### config.mk
export PLATFORM = sky130hd
export DESIGN_NAME = tba_controller
export DESIGN_NICKNAME = d
export VERILOG_FILES = /design/src/sv/tba_pkg.sv /design/src/sv/tba_controller.sv
export SDC_FILE = /design/constraint.sdc
export NUM_CORES = 1
export LEC_CHECK = 0
export BUFFER_PORTS_ARGS = -buffer_cell sky130_fd_sc_hd__buf_4
export CAP_MARGIN = 5
export CORE_ASPECT_RATIO = 1.4
export CORE_UTILIZATION = 30
export CTS_CLUSTER_SIZE = 24
export DETAILED_ROUTE_END_ITERATION = 8
export HOLD_SLACK_MARGIN = 0.05
export PLACE_DENSITY_LB_ADDON = 0.25
export SKIP_CTS_REPAIR_TIMING = 1
export SLEW_MARGIN = 20
export SYNTH_ARGS = -nofsm -noshare
export SYNTH_HDL_FRONTEND = slang
export SYNTH_SLANG_ARGS = --single-unit
### constraint.sdc
create_clock -name clk -period 3.1 [get_ports clk]
set_input_delay 0.465 -clock clk [delete_from_list [all_inputs] [get_ports clk]]
set_output_delay 0.465 -clock clk [all_outputs]
set_load 0.05 [all_outputs]
### src/sv/tba_pkg.sv
package tba_pkg;

    localparam int ARENA_BYTES       = 65536;
    localparam int MAX_BLOCKS        = 32;
    localparam int HEADER_BYTES      = 24;
    localparam int MIN_REMAINDER     = 64;
    localparam int SLOT_W            = $clog2(MAX_BLOCKS);
    localparam int START_W           = 16;
    localparam int BYTES_W           = 17;
    localparam int SIZE_W            = BYTES_W + 1;
    localparam int TAG_W             = 8;
    localparam int OWNER_W           = 16;
    localparam int STEP_W            = 8;
    localparam int WALK_LIMIT        = 4 * MAX_BLOCKS;
    localparam int RANGE_LIMIT       = 2 * MAX_BLOCKS;
    localparam int SENTINEL_TAG      = 1;
    localparam int RESET_PURGE_LEVEL = 100;

    localparam logic KIND_OWNER = 1'b0;
    localparam logic KIND_DONE  = 1'b1;

    typedef enum logic [1:0] {
        USE_FREE     = 2'd0,
        USE_PLAIN    = 2'd1,
        USE_OWNED    = 2'd2,
        USE_SENTINEL = 2'd3
    } use_t;

    typedef enum logic [1:0] {
        OP_ALLOC = 2'd0,
        OP_FREE  = 2'd1,
        OP_RANGE = 2'd2,
        OP_RETAG = 2'd3
    } op_t;

    typedef enum logic [2:0] {
        ST_OK        = 3'd0,
        ST_NO_MEMORY = 3'd1,
        ST_NO_OWNER  = 3'd2,
        ST_NOT_ALLOC = 3'd3,
        ST_NO_SLOT   = 3'd4
    } status_t;

    typedef enum logic [3:0] {
        CMD_NONE,
        CMD_LOAD,
        CMD_A_INIT,
        CMD_A_START,
        CMD_A_STEP,
        CMD_A_BASE,
        CMD_A_ROVE,
        CMD_A_COMMIT,
        CMD_SCAN,
        CMD_HIT,
        CMD_TAG,
        CMD_RL0,
        CMD_RL1,
        CMD_RL2,
        CMD_RG_STEP,
        CMD_RG_NEXT
    } cmd_t;

    typedef struct packed {
        cmd_t    cmd;
        logic    emit;
        logic    emit_kind;
        status_t emit_status;
        logic    emit_offset;
    } ctl_t;

    typedef struct packed {
        op_t  op;
        logic own_err;
        logic walk_fail;
        logic r_free;
        logic r_purge;
        logic base_fit;
        logic need_split;
        logic slot_avail;
        logic scan_hit;
        logic scan_end;
        logic rel_owned;
        logic tag_bad;
        logic rg_more;
        logic rg_hit;
        logic out_free;
    } sts_t;

endpackage

### src/sv/tba_controller.sv
module tba_controller
    import tba_pkg::*;
(
    input  logic clk,
    input  logic rst_n,
    input  logic in_valid,
    input  op_t  in_op,
    output logic in_ready,
    input  sts_t sts,
    output ctl_t ctl
);

    typedef enum logic [16:0] {
        S_IDLE    = 17'h00001,
        S_A_CHK   = 17'h00002,
        S_A_START = 17'h00004,
        S_A_STEP  = 17'h00008,
        S_A_CHECK = 17'h00010,
        S_A_SPLIT = 17'h00020,
        S_A_DONE  = 17'h00040,
        S_A_BASE  = 17'h00080,
        S_A_ROVE  = 17'h00100,
        S_FIND    = 17'h00200,
        S_TAG     = 17'h00400,
        S_RL0     = 17'h00800,
        S_RL1     = 17'h01000,
        S_RL2     = 17'h02000,
        S_F_DONE  = 17'h04000,
        S_RG_STEP = 17'h08000,
        S_RG_NEXT = 17'h10000
    } state_t;

    typedef enum logic [1:0] {
        RET_ALLOC,
        RET_FREE,
        RET_RANGE
    } ret_t;

    state_t state_reg, state_next;
    ret_t   ret_reg, ret_next;

    assign in_ready = state_reg == S_IDLE;

    always_comb
    begin
        state_next      = state_reg;
        ret_next        = ret_reg;
        ctl.cmd         = CMD_NONE;
        ctl.emit        = 1'b0;
        ctl.emit_kind   = KIND_DONE;
        ctl.emit_status = ST_OK;
        ctl.emit_offset = 1'b0;
        case (state_reg)
            S_IDLE:
            begin
                if (in_valid)
                begin
                    ctl.cmd = CMD_LOAD;
                    case (in_op)
                        OP_ALLOC: state_next = S_A_CHK;
                        OP_RANGE: state_next = S_RG_STEP;
                        default:  state_next = S_FIND;
                    endcase
                end
            end
            S_A_CHK:
            begin
                if (sts.own_err)
                begin
                    if (sts.out_free)
                    begin
                        ctl.emit        = 1'b1;
                        ctl.emit_status = ST_NO_OWNER;
                        state_next      = S_IDLE;
                    end
                end
                else
                begin
                    ctl.cmd    = CMD_A_INIT;
                    state_next = S_A_START;
                end
            end
            S_A_START:
            begin
                ctl.cmd    = CMD_A_START;
                state_next = S_A_STEP;
            end
            S_A_STEP:
            begin
                if (sts.walk_fail)
                begin
                    if (sts.out_free)
                    begin
                        ctl.emit        = 1'b1;
                        ctl.emit_status = ST_NO_MEMORY;
                        state_next      = S_IDLE;
                    end
                end
                else
                begin
                    ctl.cmd = CMD_A_STEP;
                    if (!sts.r_free && sts.r_purge)
                    begin
                        ret_next   = RET_ALLOC;
                        state_next = S_RL0;
                    end
                    else
                    begin
                        state_next = S_A_CHECK;
                    end
                end
            end
            S_A_CHECK:
            begin
                state_next = sts.base_fit ? S_A_SPLIT : S_A_STEP;
            end
            S_A_SPLIT:
            begin
                if (sts.need_split && !sts.slot_avail)
                begin
                    if (sts.out_free)
                    begin
                        ctl.emit        = 1'b1;
                        ctl.emit_status = ST_NO_SLOT;
                        state_next      = S_IDLE;
                    end
                end
                else
                begin
                    ctl.cmd    = CMD_A_COMMIT;
                    state_next = S_A_DONE;
                end
            end
            S_A_DONE:
            begin
                if (sts.out_free)
                begin
                    ctl.emit        = 1'b1;
                    ctl.emit_offset = 1'b1;
                    state_next      = S_IDLE;
                end
            end
            S_A_BASE:
            begin
                ctl.cmd    = CMD_A_BASE;
                state_next = S_A_ROVE;
            end
            S_A_ROVE:
            begin
                ctl.cmd    = CMD_A_ROVE;
                state_next = S_A_CHECK;
            end
            S_FIND:
            begin
                if (sts.scan_hit)
                begin
                    ctl.cmd = CMD_HIT;
                    if (sts.op == OP_FREE)
                    begin
                        ret_next   = RET_FREE;
                        state_next = S_RL0;
                    end
                    else
                    begin
                        state_next = S_TAG;
                    end
                end
                else if (sts.scan_end)
                begin
                    if (sts.out_free)
                    begin
                        ctl.emit        = 1'b1;
                        ctl.emit_status = ST_NOT_ALLOC;
                        state_next      = S_IDLE;
                    end
                end
                else
                begin
                    ctl.cmd = CMD_SCAN;
                end
            end
            S_TAG:
            begin
                if (sts.out_free)
                begin
                    ctl.emit        = 1'b1;
                    ctl.emit_status = sts.tag_bad ? ST_NO_OWNER : ST_OK;
                    ctl.cmd         = sts.tag_bad ? CMD_NONE : CMD_TAG;
                    state_next      = S_IDLE;
                end
            end
            S_RL0:
            begin
                if (!sts.rel_owned || sts.out_free)
                begin
                    ctl.cmd       = CMD_RL0;
                    ctl.emit      = sts.rel_owned;
                    ctl.emit_kind = KIND_OWNER;
                    state_next    = S_RL1;
                end
            end
            S_RL1:
            begin
                ctl.cmd    = CMD_RL1;
                state_next = S_RL2;
            end
            S_RL2:
            begin
                ctl.cmd = CMD_RL2;
                case (ret_reg)
                    RET_ALLOC: state_next = S_A_BASE;
                    RET_FREE:  state_next = S_F_DONE;
                    default:   state_next = S_RG_NEXT;
                endcase
            end
            S_F_DONE:
            begin
                if (sts.out_free)
                begin
                    ctl.emit   = 1'b1;
                    state_next = S_IDLE;
                end
            end
            S_RG_STEP:
            begin
                if (!sts.rg_more)
                begin
                    if (sts.out_free)
                    begin
                        ctl.emit   = 1'b1;
                        state_next = S_IDLE;
                    end
                end
                else
                begin
                    ctl.cmd = CMD_RG_STEP;
                    if (sts.rg_hit)
                    begin
                        ret_next   = RET_RANGE;
                        state_next = S_RL0;
                    end
                end
            end
            S_RG_NEXT:
            begin
                ctl.cmd    = CMD_RG_NEXT;
                state_next = S_RG_STEP;
            end
            default:
            begin
                state_next = S_IDLE;
            end
        endcase
    end

    always_ff @(posedge clk or negedge rst_n)
    begin
        if (!rst_n)
        begin
            state_reg <= S_IDLE;
            ret_reg   <= RET_ALLOC;
        end
        else
        begin
            state_reg <= state_next;
            ret_reg   <= ret_next;
        end
    end

endmodule

==> results of run 1 <==
==> worst reg2reg max path: stages, from the launching register on <==
cell and delay (ps):
dfstp_2 630, nor4_4 70, buf_4 170, buf_4 140, nand4_2 130, o32ai_2 120
buf_4 190, a2111oi_4 440, a21oi_4 170, a221oi_1 310, o22ai_1 90
==> cell families after synthesis <==
family	count (synthesis)	share of synthesized area
and+or+nand+nor	103	0.421
buffers and inverters	17	0.0430
AOI/OAI and AO/OA	45	0.204
muxes	1	0.00626
xor gates and xnor gates	5	0.0274
DFF	19	0.298
==> synthesized netlist by cell type (all sizes together) (3+ instances only) <==
library cell and instances:
nand4 8, nor2b 5, nand2b 5, or3 4, nor3 10, a21oi 10
o32ai 3, inv 12, o22ai 6, nand4b 3, nor4b 5, dfrtp 18
nor2 21, nand3 8, clkbuf 3, nor4 7, nand2 15, o21ai 12
xor2 3
==> cell type report <==
type,instances,area [um2],area share
clock buffers,4,45.0,0.0224
inverters,12,45.0,0.0224
multi-input cells,154,1060,0.527
flip-flops and latches,19,477,0.237
well taps,66,82.6,0.0411
repair buffers,40,300,0.149
==> through the flow <==
stage,power (mW),std cells,cell area [um2],utilization
3_5_place_dp,1.16,288,1940,0.375
4_1_cts,1.34,292,1980,0.384
3_3_place_gp,1.16,288,1940,0.375
5_1_grt,1.47,295,2010,0.390
2_1_floorplan,0.933,190,1600,-
6_report,1.38,295,2010,0.390
==> worst min-delay path by stage <==
stage           from             to  slack, ps  depth (start not counted)
2_1_floorplan  rst_n     ret_reg[0]        170                          0
3_3_place_gp   rst_n  state_reg[15]        360                          1
3_5_place_dp   rst_n  state_reg[15]        360                          1
4_1_cts        rst_n  state_reg[15]         70                          1
5_1_grt        rst_n   state_reg[1]         80                          1
6_report       rst_n  state_reg[15]         60                          1
==> layer usage <==
layer,part of all wire,global-route usage
met1,0.45,0.236
met2,0.46,0.280
met3,0.051,0.0245
met4,0.040,0.0971
met5,0,0
==> power groups by stage <==
stage / clock network [mW] / registers (mW) / logic [mW]
final: 0.181 / 0.350 / 0.849
after CTS: 0.182 / 0.351 / 0.806
after global placement: 0 / 0.357 / 0.807
after floorplan: 0 / 0.326 / 0.607
after global routing: 0.196 / 0.357 / 0.921
after detailed placement: 0 / 0.357 / 0.802
==> metrics.md, run 1 <==
| Metric | Value |
|---|---|
| Largest net degree at the start of global routing | `20` |
| Switching power share of the total | `0.492` |
| Initial antenna violation count | `0` |
| Commonest non-fill, non-tap cell in the layout | `buf_4` |
| DRT antenna net count | `0` |
| Synth cell types | `55` |
| Worst setup EP type | `output port` |
| Reg2reg start | `state_reg[0]` |
| CTS tree | `built` |
| Post-synth EDFFs | `0` |
| Remaining DRCs | `0` |
| WP data required | `2630 ps` |
| Gp weighted congestion | `0.895` |
| Initial Utilization | `0.310` |
| Most used DFF post-synth | `dfrtp_1` |
| Cell area power density | `687 mW/mm2` |
| Crit path from | `state_reg[2]` |
| Die Area | `0.00563 mm2` |
| CP most frequent cell | `buf_4` |
| Worst hold slack | `63.7 ps` |
| Area growth, synth to finish | `25.7%` |
| Die width | `63.7 um` |
| Internal | `0.702 mW` |
| 1st-iter DRT viols | `93` |
| Tmin final | `2970 ps` |
| Crit path launch type | `register` |
| Worst-case reg-to-reg path depth | `10` |
| Final WL | `4890 um` |
| Synth async-reset ratio | `1.00` |
| # nets final | `251` |
| Max_slew headroom | `0.685` |
| Site Rows | `31` |
| Worst path top cell family by delay | `simple AND/OR/NAND/NOR gates` |
| CP max stage cell | `or4_4` |
| Syn nets | `211` |
| Global-route wire length before repair | `7700 um` |
| Clk Latency, worst-skew pair | `260 ps` |
| Register area share after synthesis | `0.298` |
| DIE HEIGHT | `88.4 um` |
| DR WL/cell | `16.6 um` |
| Hold WC Path Type | `input port to asynchronous set/reset pin` |
| Synth area leader | `dfrtp_1` |
| Leak | `0.855 nW` |
| Fin. max-slew vios | `0` |
| Flop2flop setup slack | `520 ps` |
| Hold Vio Cnt, Final | `0` |
| Clock transition at path regs | `80 ps` |
| Worst-margin pin slew | `473 ps` |
| CTS Buf Count | `3` |
| Placeable core area | `0.00516 mm2` |
| Combinational share of power | `0.615` |
| WP depth | `8` |
| Total negative setup slack | `0 ps` |
| CP endpoint | `ctl[5]` |
| Total grt overflow | `0` |
| Endpoints failing setup | `0` |
| Seq pwr share | `0.254` |
| Cells along the critical path | `nor4_4, buf_4, nand4_1, or4_4, inv_1, nand2_1, a31oi_1, buf_4` |
| Arrival time worst endpoint | `2510 ps` |
| Vias/cell | `5.66` |
| Worst Setup Slack, final | `128 ps` |
| Largest register FFs | `17` |
| Clk sinks | `19` |
| Number of global-route vias before repair | `1564` |
| Cells after Synth | `190` |
| CP bufs+invs | `3` |
| CP max stage delay | `560 ps` |
| IO Pins | `32` |
| #FFs+latches synth | `19` |
| Pre-CTS WS | `312 ps` |
| Run status | `finished, final reports clean` |
| RSZ-0062 raised after global routing | `no` |
| VDD IR max | `169 uV` |
| H-tree levels | `1` |
| CTS root buf | `clkbuf_8` |
| Share of layout cells above drive strength 1 | `0.271` |
| Setup Skew | `7.08 ps` |
| Clock share of power | `0.131` |
| Filler cells | `544` |
| Ys Warns | `0` |
| CP Class | `register to output port` |
| Max FO, Critical Path | `7` |
| Avg Inst Size Synth | `8.42 um2` |
| Most frequent cells in the layout | `buf_4 (40), nor2_1 (20), dfrtp_1 (18)` |
| Diode count | `0` |
| Switching Power | `0.679 mW` |
| Buffers on Ports | `31` |
| TritonRoute pass-1 iters | `4` |
| Via Count | `1669` |
| Max clock buf depth | `2` |
| Synth top area cells | `dfrtp_1 (28%), nor4_4 (5.3%), nor2_1 (4.7%), o21ai_0 (3.4%), nand2_1 (3.3%)` |
| Maximum clock frequency | `336 MHz` |
| Synth top area share | `0.282` |
| Max_cap viols | `0` |
| Post-Syn Area | `0.00160 mm2` |
| RR Endpoint | `state_reg[15]` |
| Total GRT Usage | `0.178` |
| Final critical-path share of the clock period | `0.959` |
| HPWL Detailed | `3820 um` |
Note: power is estimated with default switching activity, not from simulation.
==> run 2, diff against run 1 <==
--- a/config.mk
+++ b/config.mk
@@ -5,9 +5,11 @@
 export SDC_FILE = /design/constraint.sdc
 export NUM_CORES = 1
 export LEC_CHECK = 0
+export ABC_AREA = 1
 export BUFFER_PORTS_ARGS = -buffer_cell sky130_fd_sc_hd__buf_4
 export CAP_MARGIN = 5
 export CORE_ASPECT_RATIO = 1.4
+export CORE_MARGIN = 4
 export CORE_UTILIZATION = 30
 export CTS_CLUSTER_SIZE = 24
 export DETAILED_ROUTE_END_ITERATION = 8
==> run 2 against run 1 <==
Wire length up 17%. First-iteration DRC count shrank 18%. Via count grew 11%. Global-route usage decreased by 1.0 points. Register-to-register slack better by 670 ps. Utilization down 1.3 points. Combinational power down 13%. Sequential cell count is the same. Die area is 25% higher. Power fell by 11%.
==> metrics.md, run 2 <==
| Metric | Value |
|---|---|
| Die Area | `0.00704 mm2` |
| TritonRoute pass-1 iters | `4` |
| DRT antenna net count | `0` |
| Final WL | `5700 um` |
| VDD IR max | `391 uV` |
| Seq pwr share | `0.245` |
| Synth Area in XOR/XNOR | `0` |
| DIE HEIGHT | `97.7 um` |
| Max_cap viols | `0` |
| Layout Cells excl Fill | `371` |
| Endpoints failing setup | `0` |
| Total negative setup slack | `0 ps` |
| Global-route wire length before repair | `9000 um` |
| Reg2reg start | `state_reg[0]` |
| Synth async-reset ratio | `1.00` |
| Post-route design area | `0.00208 mm2` |
| Arrival time worst endpoint | `2240 ps` |
| Total GRT Usage | `0.168` |
| Worst-margin pin slew | `367 ps` |
| Maximum clock frequency | `369 MHz` |
| Synth Area in Simple Gates | `0.526` |
| Clock transition at path regs | `80 ps` |
| Cells after Synth | `269` |
| Met3 Use GR | `0.0176` |
| Top-count cell post-synth | `nand2_1` |
| Leak | `1.15 nW` |
| Largest family of logic cells by synthesized area | `simple AND/OR/NAND/NOR gates` |
| Met2 Track Usage GR | `0.290` |
| DR WL/cell | `15.4 um` |
| Worst hold slack | `58.3 ps` |
| Synth area leader | `dfrtp_1` |
| Setup Skew | `2.53 ps` |
| GRT met1 Usage | `0.191` |
| WP data required | `2630 ps` |
| Cell area power density | `593 mW/mm2` |
| Max clock buf depth | `2` |
| RR Endpoint | `state_reg[15]` |
| Syn nets | `290` |
| Synth Area in Adders | `0` |
| Filler cells | `617` |
| Avg Inst Size Synth | `6.40 um2` |
| IO Pins | `32` |
| Post-synth top cells | `nand2_1 (56), inv_1 (41), nor2_1 (41)` |
| Switching power share of the total | `0.522` |
| Max_slew headroom | `0.753` |
| Synth cell types | `29` |
| Worst setup EP type | `output port` |
| Clk Latency, worst-skew pair | `270 ps` |
| Combinational share of power | `0.599` |
| Worst-case reg-to-reg path depth | `13` |
| Worst Setup Slack, final | `391 ps` |
| Buffers on Ports | `31` |
| CP Class | `register to output port` |
| Pre-CTS WS | `748 ps` |
| Clock share of power | `0.156` |
| Placeable core area | `0.00553 mm2` |
| Ys Warns | `0` |
| Vias/cell | `4.99` |
| Post-synth EDFFs | `0` |
| Via Count | `1850` |
| Gp weighted congestion | `0.927` |
| Tmin final | `2710 ps` |
| Tot Pwr | `1.23 mW` |
| Commonest non-fill, non-tap cell in the layout | `nand2_1` |
| Register area share after synthesis | `0.277` |
| #FFs+latches synth | `19` |
| CP max stage delay | `550 ps` |
| HPWL Detailed | `4740 um` |
| Hold Vio Cnt, Final | `0` |
| Max FO, Critical Path | `7` |
| Largest register FFs | `17` |
| CP max stage cell | `dfstp_2` |
| Final critical-path share of the clock period | `0.874` |
| Area growth, synth to finish | `20.8%` |
| Compound-Gate Fraction of Synth Area | `0.0842` |
| Diode count | `0` |
| RSZ-0062 raised after global routing | `no` |
| CTS tree | `built` |
| Gr busiest metal | `met2` |
| Initial antenna violation count | `0` |
| CTS root buf | `clkbuf_8` |
| Largest net degree at the start of global routing | `20` |
| Initial Utilization | `0.312` |
| Total grt overflow | `0` |
| Most used DFF post-synth | `dfrtp_1` |
| Synth top area cells | `dfrtp_1 (26%), nand2_1 (12%), inv_1 (8.9%), nor2_1 (8.9%), nand3_1 (5.8%)` |
| Final core occ | `0.377` |
| H-tree levels | `1` |
| # nets final | `325` |
| Hold WC Path Type | `input port to asynchronous set/reset pin` |
| Crit path launch type | `register` |
| Cells along the critical path | `nor2_1, nand2_2, nor2_8, nand2_2, inv_1, nand2_1, nand2_1, nor3_1, nand4_1, buf_4` |
| Site Rows | `32` |
| Number of global-route vias before repair | `1860` |
| Die width | `72.1 um` |
| Flop2flop setup slack | `1190 ps` |
| 1st-iter DRT viols | `76` |
| Placed cells | `367` |
| Remaining DRCs | `0` |
| Share of layout cells above drive strength 1 | `0.264` |
| Run status | `finished, final reports clean` |
| Most frequent cells in the layout | `nand2_1 (56), inv_1 (41), nor2_1 (41)` |
| CTS Buf Count | `3` |
| Fin. max-slew vios | `0` |
| Post-Syn Area | `0.00172 mm2` |
| Clk sinks | `19` |
| Internal | `0.590 mW` |
| Post-synthesis mux area share | `0` |
| Switching Power | `0.644 mW` |
| Synth top area share | `0.261` |
| Post-placement cell area | `0.00204 mm2` |
run 2: area by class of cell:
type	count	area (um2)	share of cell area
timing repair buffer	31	233	0.112
clock buffer	4	45.0	0.0216
inverter	51	191	0.0919
tap	68	85.1	0.0409
multi-input combinational	198	1050	0.505
sequential	19	477	0.229
run 2: power groups by stage:
stage	Clock [mW]	Combinational (mW)	Sequential (mW)
floorplan	0	0.557	0.301
finish	0.192	0.740	0.302
global placement	0	0.738	0.307
detailed placement	0	0.739	0.307
CTS	0.189	0.741	0.303
global route	0.202	0.806	0.307
run 2: critical path, delay by kind of cell, from the launching register on:
kind	cells	cell delay (ps)
DFF	1	550
buffers and inverters	2	330
and+or+nand+nor	8	1090
run 2: worst max-delay path by stage:
stage,start,endpoint
floorplan,state_reg[5],ctl[2]
global placement,state_reg[0],ctl[8]
detailed placement,state_reg[0],ctl[8]
CTS,state_reg[0],ctl[8]
global route,state_reg[0],ctl[8]
finish,state_reg[0],ctl[8]
run 2: metal layers:
layer	vias to the layer above	part of all wire
met2	73	0.50
met5	-	0
met4	0	0.056
met3	21	0.048
li1	926	-
met1	830	0.40
run 2: cells by family (layout without fill, tap and decap cells):
group	Yosys count	count (layout)
compound gates	25	25
simple gates	173	173
flops	19	19
buf+inv	52	86
